## src/rtl/tta_pkg.sv

```systemverilog
// Shared types and constants of the tick time accumulator.
package tta_pkg;

  // Divider geometry: the widest dividend is the measured frame time.
  localparam int unsigned DivW     = 24;
  localparam int unsigned DvsW     = 16;
  localparam int unsigned DivSteps = DivW;
  localparam int unsigned StepCntW = $clog2(DivSteps);

  // Field widths.
  localparam int unsigned MsW      = 32;
  localparam int unsigned RemW     = 10;
  localparam int unsigned TickW    = 16;
  localparam int unsigned TargetW  = 11;
  localparam int unsigned SumW     = 17;
  localparam int unsigned OutDataW = 96;

  // Microseconds in one millisecond, and the saturation limit of 16-bit values.
  localparam logic [DvsW-1:0]  UsPerMs = 16'd1000;
  localparam logic [TickW-1:0] Max16   = 16'hFFFF;

  // Event kinds carried in tuser.
  localparam logic OpTick  = 1'b0;
  localparam logic OpFrame = 1'b1;

  // Configuration register indexes.
  localparam logic CfgTargetPeriod = 1'b0;
  localparam logic CfgPeriodUnit   = 1'b1;

  // Sequencer states.
  typedef enum logic [1:0] {
    ST_IDLE,
    ST_DIV,
    ST_COMMIT
  } state_e;

  // Request and response of the shared serial divider.
  typedef struct packed {
    logic            start;
    logic [DivW-1:0] dividend;
    logic [DvsW-1:0] divisor;
  } div_req_t;

  typedef struct packed {
    logic            busy;
    logic            done;
    logic [DivW-1:0] quotient;
    logic [DvsW-1:0] remainder;
  } div_rsp_t;

endpackage

```

## src/rtl/tta_div.sv

```systemverilog
// Bit-serial restoring divider, one quotient bit per cycle.
module tta_div (
  input  logic              clk_i,
  input  logic              rst_ni,
  input  tta_pkg::div_req_t req_i,
  output tta_pkg::div_rsp_t rsp_o
);

  logic                           busy_q, busy_d;
  logic                           done_q, done_d;
  logic [tta_pkg::StepCntW-1:0]   step_q, step_d;
  logic [tta_pkg::DivW-1:0]       quo_q, quo_d;
  logic [tta_pkg::DvsW-1:0]       rem_q, rem_d;
  logic [tta_pkg::DvsW-1:0]       dvs_q, dvs_d;
  logic [tta_pkg::DvsW:0]         trial;
  logic [tta_pkg::DvsW+1:0]       diff;

  // One step: bring down the next dividend bit and try a subtraction.
  assign trial = {rem_q, quo_q[tta_pkg::DivW-1]};
  assign diff  = {1'b0, trial} - {2'b00, dvs_q};

  always_comb begin
    busy_d = busy_q;
    done_d = 1'b0;
    step_d = step_q;
    quo_d  = quo_q;
    rem_d  = rem_q;
    dvs_d  = dvs_q;
    if (req_i.start) begin
      busy_d = 1'b1;
      step_d = tta_pkg::StepCntW'(tta_pkg::DivSteps - 1);
      quo_d  = req_i.dividend;
      rem_d  = '0;
      dvs_d  = req_i.divisor;
    end else if (busy_q) begin
      if (diff[tta_pkg::DvsW+1]) begin
        rem_d = trial[tta_pkg::DvsW-1:0];
        quo_d = {quo_q[tta_pkg::DivW-2:0], 1'b0};
      end else begin
        rem_d = diff[tta_pkg::DvsW-1:0];
        quo_d = {quo_q[tta_pkg::DivW-2:0], 1'b1};
      end
      if (step_q == '0) begin
        busy_d = 1'b0;
        done_d = 1'b1;
      end else begin
        step_d = step_q - 1'b1;
      end
    end
  end

  // Control state is reset; the data path is loaded on start.
  always_ff @(posedge clk_i or negedge rst_ni) begin
    if (!rst_ni) begin
      busy_q <= 1'b0;
      done_q <= 1'b0;
      step_q <= '0;
    end else begin
      busy_q <= busy_d;
      done_q <= done_d;
      step_q <= step_d;
    end
  end

  always_ff @(posedge clk_i) begin
    quo_q <= quo_d;
    rem_q <= rem_d;
    dvs_q <= dvs_d;
  end

  assign rsp_o.busy      = busy_q;
  assign rsp_o.done      = done_q;
  assign rsp_o.quotient  = quo_q;
  assign rsp_o.remainder = rem_q;

endmodule

```

## src/rtl/tick_time_accumulator_top.sv

```systemverilog
// Top level of the tick time accumulator: event sequencer, counters and result register.
//
// Each event word (tuser: 0 timer tick, 1 frame start) returns one result word with the
// counters after the update. A timer tick and a frame start after at least one tick both
// pass through the shared bit-serial divider, 24 steps: the sequencer waits in ST_DIV
// until the divider is done, loads the result in ST_COMMIT once the result register is
// free, and can accept the next word in the cycle after the load. A frame start with no
// tick in the frame needs no division: it goes straight to ST_COMMIT, where its result
// is loaded once the result register is free. The divider sets the rate, one event at a
// time; the next word is taken as soon as the result is loaded, even while it waits.
module tick_time_accumulator_top (
  input  logic        clk_i,
  input  logic        rst_ni,
  // Configuration writes.
  input  logic        cfg_we_i,
  input  logic        cfg_idx_i,
  input  logic [10:0] cfg_data_i,
  // Event stream.
  input  logic        s_axis_tvalid,
  output logic        s_axis_tready,
  input  logic [23:0] s_axis_tdata,   // [23:0] frame_micros
  input  logic        s_axis_tuser,   // [0] op
  // Result stream.
  output logic        m_axis_tvalid,
  input  logic        m_axis_tready,
  output logic [95:0] m_axis_tdata    // [31:0] frame_ms, [63:32] total_ms,
                                      // [73:64] remainder_us, [89:74] tick_us, [95:90] zero
);

  tta_pkg::state_e state_q, state_d;

  logic [tta_pkg::TargetW-1:0]  target_q;
  logic                         unit_q;
  logic [tta_pkg::MsW-1:0]      frame_ms_q, frame_ms_d;
  logic [tta_pkg::MsW-1:0]      total_ms_q, total_ms_d;
  logic [tta_pkg::RemW-1:0]     rem_q, rem_d;
  logic [tta_pkg::TickW-1:0]    tick_us_q, tick_us_d;
  logic [tta_pkg::TickW-1:0]    tick_cnt_q, tick_cnt_d;
  logic                         op_q;

  logic                         m_tvalid_q, m_tvalid_d;
  logic [tta_pkg::OutDataW-1:0] m_tdata_q;

  logic                         in_acc;
  logic                         need_div;
  logic                         out_free;
  logic                         out_load;
  logic [tta_pkg::SumW-1:0]     sum;
  logic                         carry;
  logic [20:0]                  target_ms_us;
  logic [tta_pkg::TickW-1:0]    target_us;
  logic [tta_pkg::TickW-1:0]    quo_sat;

  tta_pkg::div_req_t            div_req;
  tta_pkg::div_rsp_t            div_rsp;

  // Configuration registers.
  always_ff @(posedge clk_i or negedge rst_ni) begin
    if (!rst_ni) begin
      target_q <= tta_pkg::TargetW'(1);
      unit_q   <= 1'b1;
    end else if (cfg_we_i) begin
      unique case (cfg_idx_i)
        tta_pkg::CfgTargetPeriod: target_q <= cfg_data_i;
        tta_pkg::CfgPeriodUnit:   unit_q   <= cfg_data_i[0];
        default:                  target_q <= target_q;
      endcase
    end
  end

  // Remainder plus the tick credit; only a sum above one millisecond is carried.
  assign sum   = {7'b0, rem_q} + {1'b0, tick_us_q};
  assign carry = sum > {1'b0, tta_pkg::UsPerMs};

  // Target in microseconds: times 1000 is times 1024 less times 24.
  assign target_ms_us = ({target_q, 10'b0}) - ({6'b0, target_q, 4'b0}) - ({7'b0, target_q, 3'b0});
  assign target_us    = !unit_q ? {5'b0, target_q} :
                        (target_ms_us[20:16] != '0) ? tta_pkg::Max16 : target_ms_us[15:0];

  // Saturated frame-time quotient.
  assign quo_sat = (div_rsp.quotient[tta_pkg::DivW-1:tta_pkg::TickW] != '0) ?
                   tta_pkg::Max16 : div_rsp.quotient[tta_pkg::TickW-1:0];

  assign in_acc   = s_axis_tvalid && s_axis_tready;
  assign need_div = (s_axis_tuser == tta_pkg::OpTick) || (tick_cnt_q != '0);
  assign out_free = !m_tvalid_q || m_axis_tready;

  // Divider request: a tick divides the sum by 1000, a frame start the time by the ticks.
  always_comb begin
    div_req.start = in_acc && need_div;
    if (s_axis_tuser == tta_pkg::OpTick) begin
      div_req.dividend = tta_pkg::DivW'(sum);
      div_req.divisor  = tta_pkg::UsPerMs;
    end else begin
      div_req.dividend = s_axis_tdata;
      div_req.divisor  = tick_cnt_q;
    end
  end

  tta_div u_div (
    .clk_i  (clk_i),
    .rst_ni (rst_ni),
    .req_i  (div_req),
    .rsp_o  (div_rsp)
  );

  // Sequencer next state.
  always_comb begin
    state_d = state_q;
    unique case (state_q)
      tta_pkg::ST_IDLE: begin
        if (in_acc) begin
          state_d = need_div ? tta_pkg::ST_DIV : tta_pkg::ST_COMMIT;
        end
      end
      tta_pkg::ST_DIV: begin
        if (div_rsp.done) begin
          state_d = tta_pkg::ST_COMMIT;
        end
      end
      tta_pkg::ST_COMMIT: begin
        if (out_free) begin
          state_d = tta_pkg::ST_IDLE;
        end
      end
      default: state_d = tta_pkg::ST_IDLE;
    endcase
  end

  // Sequencer outputs.
  always_comb begin
    s_axis_tready = 1'b0;
    out_load      = 1'b0;
    unique case (state_q)
      tta_pkg::ST_IDLE:   s_axis_tready = 1'b1;
      tta_pkg::ST_DIV:    s_axis_tready = 1'b0;
      tta_pkg::ST_COMMIT: out_load      = out_free;
      default:            s_axis_tready = 1'b0;
    endcase
  end

  // Counter updates, applied when the result is loaded.
  always_comb begin
    frame_ms_d = frame_ms_q;
    total_ms_d = total_ms_q;
    rem_d      = rem_q;
    tick_us_d  = tick_us_q;
    tick_cnt_d = tick_cnt_q;
    if (op_q == tta_pkg::OpTick) begin
      if (tick_cnt_q != tta_pkg::Max16) begin
        tick_cnt_d = tick_cnt_q + 1'b1;
      end
      if (carry) begin
        rem_d      = div_rsp.remainder[tta_pkg::RemW-1:0];
        frame_ms_d = frame_ms_q + tta_pkg::MsW'(div_rsp.quotient);
        total_ms_d = total_ms_q + tta_pkg::MsW'(div_rsp.quotient);
      end else begin
        rem_d = sum[tta_pkg::RemW-1:0];
      end
    end else begin
      frame_ms_d = '0;
      rem_d      = '0;
      tick_us_d  = (tick_cnt_q == '0) ? target_us : quo_sat;
      tick_cnt_d = '0;
    end
  end

  // Result register: freed as soon as the word is taken.
  always_comb begin
    if (out_load) begin
      m_tvalid_d = 1'b1;
    end else if (m_axis_tready) begin
      m_tvalid_d = 1'b0;
    end else begin
      m_tvalid_d = m_tvalid_q;
    end
  end

  always_ff @(posedge clk_i or negedge rst_ni) begin
    if (!rst_ni) begin
      state_q    <= tta_pkg::ST_IDLE;
      frame_ms_q <= '0;
      total_ms_q <= '0;
      rem_q      <= '0;
      tick_us_q  <= tta_pkg::UsPerMs;
      tick_cnt_q <= '0;
      m_tvalid_q <= 1'b0;
    end else begin
      state_q    <= state_d;
      m_tvalid_q <= m_tvalid_d;
      if (out_load) begin
        frame_ms_q <= frame_ms_d;
        total_ms_q <= total_ms_d;
        rem_q      <= rem_d;
        tick_us_q  <= tick_us_d;
        tick_cnt_q <= tick_cnt_d;
      end
    end
  end

  // Event kind and result payload.
  always_ff @(posedge clk_i) begin
    if (in_acc) begin
      op_q <= s_axis_tuser;
    end
    if (out_load) begin
      m_tdata_q <= {6'b0, tick_us_d, rem_d, total_ms_d, frame_ms_d};
    end
  end

  assign m_axis_tvalid = m_tvalid_q;
  assign m_axis_tdata  = m_tdata_q;

  // The carried remainder never exceeds one millisecond.
  a_rem_range: assert property (@(posedge clk_i) disable iff (!rst_ni)
    rem_q <= tta_pkg::RemW'(tta_pkg::UsPerMs))
    else $error("remainder above one millisecond");

  // The divider is never restarted while it is working.
  a_div_no_restart: assert property (@(posedge clk_i) disable iff (!rst_ni)
    div_rsp.busy |-> !div_req.start)
    else $error("divider restarted while busy");

  // A frame start clears the per-frame milliseconds and the remainder in its result.
  a_frame_clears: assert property (@(posedge clk_i) disable iff (!rst_ni)
    (out_load && op_q == tta_pkg::OpFrame) |=>
      (m_axis_tdata[31:0] == '0 && m_axis_tdata[73:64] == '0))
    else $error("frame start left counters set");

  // After a tick the frame tick count is nonzero.
  a_tick_counted: assert property (@(posedge clk_i) disable iff (!rst_ni)
    (out_load && op_q == tta_pkg::OpTick) |=> tick_cnt_q != '0)
    else $error("tick not counted");

endmodule
```

## config.mk

```make
export PLATFORM = sky130hd
export DESIGN_NAME = tick_time_accumulator_top
export DESIGN_NICKNAME = d
export VERILOG_FILES = /design/src/rtl/tta_pkg.sv /design/src/rtl/tta_div.sv /design/src/rtl/tick_time_accumulator_top.sv
export SDC_FILE = /design/constraint.sdc
export NUM_CORES = 1
export LEC_CHECK = 0
export ABC_AREA = 1
export BUFFER_PORTS_ARGS = -buffer_cell sky130_fd_sc_hd__buf_2
export CELL_PAD_IN_SITES_DETAIL_PLACEMENT = 1
export CELL_PAD_IN_SITES_GLOBAL_PLACEMENT = 1
export CORE_AREA = 2 2 199 201
export DETAILED_ROUTE_END_ITERATION = 12
export DIE_AREA = 0 0 201 203
export PLACE_DENSITY = 0.85
export SLEW_MARGIN = 20
export SYNTH_ARGS = -nofsm -noshare
export SYNTH_HDL_FRONTEND = slang
export SYNTH_SLANG_ARGS = --single-unit
export TNS_END_PERCENT = 100
```

## constraint.sdc

```tcl
create_clock -name clk_i -period 6.95 [get_ports clk_i]
set_input_delay 2.085 -clock clk_i [delete_from_list [all_inputs] [get_ports clk_i]]
set_output_delay 2.085 -clock clk_i [all_outputs]
set_load 0.01 [all_outputs]
```

==> impl_metrics.toml, run 1 <==
[clock_tree]
h-tree-depth = 2
clock-root-buffer = "clkbuf_16"
cts_buffer_depth = 3
postCtsSetupBuffers = 0
numCtsBuffers = 34
ctsHoldBuffers = 0
worstSkewPairLatency_ps = 550
post_cts_resize_count = 0
cts_sinks = 275
cts_tree = "yes"
clk_pin_slew_ps = 60

[placement]
gp_congestion = 0.9233
pre_cts_ws_ps = 2618
hpwl_mm = 46.95
port_buffers = 133

[setup_path]
critPathLaunch = "tick_us_q[0]"
r2r_slack_ps = 2620
startpoint_type = "flip-flop"
cp.arrival_ps = 4620
r2r-start = "tick_us_q[0]"
endpoint_kind = "flip-flop"
critPathKind = "reg -> reg"
critical_path.endpoint = "m_axis_tdata[35]"
required_ps = 7240
reg2regPathDepth = 15
crit_fanout = 50
rr_endpoint = "m_axis_tdata[35]"

[global_route]
use_met1_pct = 39.48
grt_max_degree = 85
grt.total_usage_pct = 30.95
use_met2_pct = 51.36
grt_pass1_vias = 18830
grt-ovfl-total = 0
antenna_found_initial = 1
met3_usage_pct = 5.040
grt_pass1_wl_mm = 100.2
busiest_layer = "met2"

[final_layout]
layout_commonest_cell = "nand2_1"
finalNetCount = 2769
final_cell_mix = "nand2_1, inv_1, nor2_1"
n_antenna_cell = 0
drive_above_1_share_pct = 10.15
fillers = 4914
syn_to_final_growth_pct = 11.55

[drt]
drt_wl_total_mm = 62.22
first_pass_iters = 5
vias_per_cell = 5.627
vias = 17770
drc = 0
antenna_left = 0
drtIter0Drc = 1141
wl_per_cell_um = 19.70

[yosys]
yosysWarnings = 0
async_flop_share_pct = 46.55
syn_inst = 2512
synth_edf_count = 131
mappedNetlistArea_um2 = 18750
ys_ff_latch = 275
ys_seq_area_share_pct = 39.82
ys.flop_type = "edfxtp_1"
syn_avg_cell_area_um2 = 7.466
synth_cell_types = 56

[floorplanning]
core_region_area_um2 = 38470
io_pins = 140
die_w_um = 201
core.rowCount = 72
die-area_um2 = 40800
start_util_pct = 48.75
fp.dieH_um = 203

[power_and_ir_drop]
ir_drop_uv = 255.2
p_per_area_nw_per_um2 = 513.8
p_leak_uw = 0.01006

[sta]
tightest_slew_ps = 919.3
setup_viol = 0
slew_viol_final = 0
max_slew_margin_pct = 38.71
final.setup_skew_ps = 12.83
rsz0062_at_grt = "no"
setup_tns_ps = 0
setup_ws_ps = 2617
finalHoldViolations = 0
max_freq_mhz = 230.8
period_share_pct = 62.34
min_period_ps = 4333

[run]
cap_viol_max_count = 0

[hold_path]
holdCritPathClass = "reg -> reg"

[status]
outcome = "finished, final reports clean"
-- cells by family after synthesis --
group / synth area share (%)
AOI/OAI and AO/OA: 13.03
DFF: 39.82
adders and majority gates: 7.859
and+or+nand+nor: 27.46
other: 0.02000
xor gates and xnor gates: 3.082
buffers and inverters: 8.733
-- final cells by class --
type / count / area [µm²] / area share [%]
multi-input combinational: 1831 / 9677 / 46.26
sequential: 275 / 7467 / 35.69
inverter: 325 / 1225 / 5.855
clock buffer: 47 / 993.5 / 4.749
timing repair buffer: 147 / 777.0 / 3.714
tap: 518 / 648.1 / 3.098
clock inverter: 15 / 132.6 / 0.6340
-- power breakdown --
part           switching (µW)  total [µW]  leakage, µW  internal (µW)
combinational            3960        5900      0.00650           1940
sequential                573        3040      0.00301           2460
clock                     738        1820     0.000555           1080
-- critical path, stage by stage, from the launching register on --
cell and delay [ps]:
dfrtp_1 400, ha_1 230, fa_1 470, nand3_1 130, nand2_1 110, nand2_1 90
nand2_1 50, nand2_1 50, nand2_1 80, nor2_1 120, nand3_2 180, nand3_4 470
buf_4 540, nand2_4 470, o21ai_0 510, inv_1 110
-- flip-flops by register name (all words and copies together), names as in the netlist, 2 cells and up --
| name | cells |
|---|---|
| frame_ms_q | 32 |
| m_axis_tdata | 90 |
| rem_q | 10 |
| state_q | 2 |
| target_q | 11 |
| tick_cnt_q | 16 |
| tick_us_q | 16 |
| total_ms_q | 32 |
| u_div.dvs_q | 16 |
| u_div.quo_q | 24 |
| u_div.rem_q | 16 |
| u_div.step_q | 5 |
-- synthesized netlist by cell type, drive strengths merged (2+ instances only) --
master | instances | area share, %
a211oi | 2 | 0.080
a21boi | 4 | 0.16
a21o | 10 | 0.40
a21oi | 172 | 4.8
a31oi | 13 | 0.43
and2 | 20 | 0.67
and3 | 2 | 0.067
buf | 42 | 1.3
clkbuf | 44 | 0.88
dfrtp | 120 | 16
dfstp | 8 | 1.1
dfxtp | 16 | 1.7
edfxtp | 131 | 21
fa | 8 | 0.85
ha | 105 | 7.0
inv | 324 | 6.5
nand2 | 724 | 15
nand3 | 162 | 4.5
nand3b | 11 | 0.44
nand4 | 39 | 1.3
nor2 | 207 | 4.3
nor3 | 34 | 0.93
nor3b | 3 | 0.12
nor4 | 7 | 0.23
o211ai | 22 | 0.88
o21a | 2 | 0.080
o21ai | 163 | 4.7
o21bai | 12 | 0.48
o221ai | 2 | 0.093
o22ai | 18 | 0.60
o31ai | 2 | 0.080
or2 | 10 | 0.33
xnor2 | 24 | 1.1
xor2 | 42 | 2.0
-- worst min-delay path by stage --
stage	from	endpoint	slack [ps]	cells after the start
after floorplan	u_div.rem_q[10]	u_div.rem_q[10]	450	2
after global placement	u_div.rem_q[13]	u_div.rem_q[13]	470	2
after detailed placement	u_div.rem_q[14]	u_div.rem_q[14]	470	2
after CTS	u_div.rem_q[10]	u_div.rem_q[10]	490	2
after global routing	tick_us_q[3]	tick_us_q[3]	500	2
final	tick_us_q[3]	tick_us_q[3]	480	2
-- layer usage --
layer / up-vias / part of all wire, %
li1: 8465 / -
met1: 8694 / 43
met2: 456 / 47
met3: 154 / 5.3
met4: 2 / 5.1
met5: - / 0.021
-- stage by stage --
step	hold slack (ps)	instance area (µm²)	power (µW)	instances	util (%)
final	483.2	20920	10750	3158	54.38
after global routing	496.6	20920	11610	3158	54.38
after CTS	487.9	20920	10730	3158	54.38
after detailed placement	473.7	19790	8846	3096	51.46
after global placement	467.5	19790	8581	3096	51.46
after floorplan	447.7	18770	7033	2517	-
(Power assumes the default switching activity.)
==> run 2: changes to the inputs <==
--- a/config.mk
+++ b/config.mk
@@ -5,14 +5,14 @@
 export SDC_FILE = /design/constraint.sdc
 export NUM_CORES = 1
 export LEC_CHECK = 0
-export ABC_AREA = 1
+export ABC_AREA = 0
 export BUFFER_PORTS_ARGS = -buffer_cell sky130_fd_sc_hd__buf_2
 export CELL_PAD_IN_SITES_DETAIL_PLACEMENT = 1
 export CELL_PAD_IN_SITES_GLOBAL_PLACEMENT = 1
-export CORE_AREA = 2 2 199 201
+export CORE_AREA = 2 2 194 196
 export DETAILED_ROUTE_END_ITERATION = 12
-export DIE_AREA = 0 0 201 203
-export PLACE_DENSITY = 0.85
+export DIE_AREA = 0 0 196 198
+export PLACE_DENSITY = 0.8
 export SLEW_MARGIN = 20
 export SYNTH_ARGS = -nofsm -noshare
 export SYNTH_HDL_FRONTEND = slang
==> constraint.sdc (replaced) <==
create_clock -name clk_i -period 4.22 [get_ports clk_i]
set_input_delay 1.266 -clock clk_i [delete_from_list [all_inputs] [get_ports clk_i]]
set_output_delay 1.266 -clock clk_i [all_outputs]
set_load 0.01 [all_outputs]
==> run 2 against run 1 <==
Against the previous run:
- worst hold slack got worse by 18 ps
- sequential cell count did not move
- critical path type unchanged
- highest routed layer is now met4
- final area fell by 6.1%
- critical path depth fell by 3
- register-to-register slack got worse by 2400 ps
- largest cell class unchanged
- global-route usage fell by 2.8 points
==> impl_metrics.toml, run 2 <==
[status]
outcome = "finished, final reports clean"

[sta]
setup_tns_ps = 0
finalHoldViolations = 0
tightest_slew_ps = 975.5
setup_ws_ps = 183.9
min_period_ps = 4036
final.setup_skew_ps = 25.95
setup_viol = 0
slew_viol_final = 0
max_freq_mhz = 247.8
rsz0062_at_grt = "no"
max_slew_margin_pct = 34.97
period_share_pct = 95.64

[setup_path]
cp.arrival_ps = 4390
crit_fanout = 24
startpoint_type = "flip-flop"
required_ps = 4570
endpoint_kind = "flip-flop"
critPathKind = "reg -> reg"

[drt]
vias_per_cell = 6.054
drtIter0Drc = 953
first_pass_iters = 5
wl_per_cell_um = 22.39
drt_wl_total_mm = 54.36
vias = 14700
drc = 0
antenna_left = 0

[global_route]
busiest_layer = "met2"
antenna_found_initial = 0
met3_usage_pct = 3.611
use_met2_pct = 48.90
grt.total_usage_pct = 28.14
grt-ovfl-total = 0
grt_pass1_vias = 15430
use_met1_pct = 36.62
grt_max_degree = 86
grt_pass1_wl_mm = 86.15

[final_layout]
register_area_um2 = 7468
final_cell_mix = "nand2_1, o21ai_0, buf_2"
multi_input_area_um2 = 9246
syn_to_final_growth_pct = 12.95
n_antenna_cell = 0
fillers = 4254
largest_register_ffs = 90
finalNetCount = 2084
layout_commonest_cell = "nand2_1"
stdcell_area_um2 = 19650
drive_above_1_share_pct = 15.51

[yosys]
ys_seq_area_share_pct = 42.93
ys_ff_latch = 275
yosysWarnings = 0
mappedNetlistArea_um2 = 17390
yosys-top-cells-area = "edfxtp_1, dfrtp_1, ha_1"
yosysTopAreaCellShare_pct = 22.62
synthTopCellsByCount = "nand2_1, o21ai_0, nor2_1"
ys.flop_type = "edfxtp_1"
yosysTopAreaCell = "edfxtp_1"
synthMostInstantiatedCell = "nand2_1"
syn_inst = 1806
synth_cell_types = 80
async_flop_share_pct = 46.55
synth_edf_count = 131
syn_avg_cell_area_um2 = 9.631

[power_and_ir_drop]
clockPowerShare_pct = 23.6
switchingPower_uw = 4620
combPwrFrac_pct = 42.3
swShare_pct = 40.16
ir_drop_uv = 463.4
intPower_uw = 6885
power_frac_seq_pct = 34.1
p_per_area_nw_per_um2 = 585.7
p_leak_uw = 0.008421

[floorplanning]
core_region_area_um2 = 36960
core.rowCount = 71
start_util_pct = 47.06
die-area_um2 = 38810
fp.dieH_um = 198
die_w_um = 196
io_pins = 140

[clock_tree]
worstSkewPairLatency_ps = 610
postCtsSetupBuffers = 0
clock-root-buffer = "clkbuf_16"
cts_buffer_depth = 3
cts_tree = "yes"
h-tree-depth = 1
cts_sinks = 275
clk_pin_slew_ps = 70
ctsHoldBuffers = 0
numCtsBuffers = 31
post_cts_resize_count = 0

[hold_path]
holdCritPathClass = "reg -> reg"

[placement]
hpwl_mm = 38.92
placed_cell_area_um2 = 18650
pre_cts_ws_ps = 199.6
port_buffers = 133
gp_congestion = 0.8922

[run]
cap_viol_max_count = 0
-- run 2: cell type report --
type	instances	share of cell area [%]
clock inverter	14	0.7770
clock buffer	44	4.248
timing repair buffer	178	5.522
sequential	275	38.02
inverter	70	1.350
multi-input combinational	1373	47.07
tap	474	3.019
-- run 2: final timing paths --
kind	start	cells after the start	slack, ps	to
max in group asynchronous	rst_ni	2	2710	tick_us_q[7]
setup / recovery	rem_q[0]	12	180	m_axis_tdata[43]
hold reg to reg	u_div.done_q	1	470	state_q[0]
min in group asynchronous	rst_ni	1	590	total_ms_q[12]
hold / removal	u_div.done_q	1	470	state_q[0]
setup reg to reg	rem_q[0]	12	180	m_axis_tdata[43]
-- run 2: critical path: stages, from the launching register on --
cell and delay (ps):
dfrtp_1 390, ha_1 250, fa_1 440, a211oi_2 270, nor4b_1 120, o41a_1 360, o21a_2 260, a41o_1 250
o31a_1 430, and3_2 280, nor2_2 130, buf_12 210, mux2_2 360
-- run 2: layer usage --
layer	up-vias	wire (µm)
met1	7384	23350
met2	390	26540
met3	92	2853
met5	-	0
met4	0	1609
li1	6833	-
-- run 2: stage by stage --
stage / hold slack (ps) / power, µW / instances / util (%)
3_5_place_dp: 453.9 / 8719 / 2370 / 50.46
6_report: 465.1 / 11510 / 2428 / 53.16
2_1_floorplan: 435.4 / 7205 / 1811 / -
4_1_cts: 470.3 / 11480 / 2428 / 53.13
3_3_place_gp: 440.3 / 8463 / 2370 / 50.46
5_1_grt: 502.5 / 12190 / 2428 / 53.16
-- run 2: kinds of logic (layout without fill, tap and decap cells) --
| logic type | Yosys count | count (layout) | share of synthesized area (%) |
|---|---|---|---|
| simple gates | 607 | 607 | 16.65 |
| compound gates | 446 | 446 | 16.62 |
| buf+inv | 163 | 306 | 4.108 |
| mux | 99 | 99 | 6.050 |
| other cells | 1 | 6 | 0.02156 |
| flops | 275 | 275 | 42.93 |
| xor+xnor | 102 | 102 | 5.136 |
| fa+ha+maj | 113 | 113 | 8.474 |
-- run 2: power groups by stage --
stage	Clock, µW	Sequential, µW	Combinational (µW)
2_1_floorplan	0	3610	3600
3_3_place_gp	0	3940	4520
3_5_place_dp	0	3950	4760
4_1_cts	2750	3900	4820
5_1_grt	2850	3940	5400
6_report	2710	3930	4860
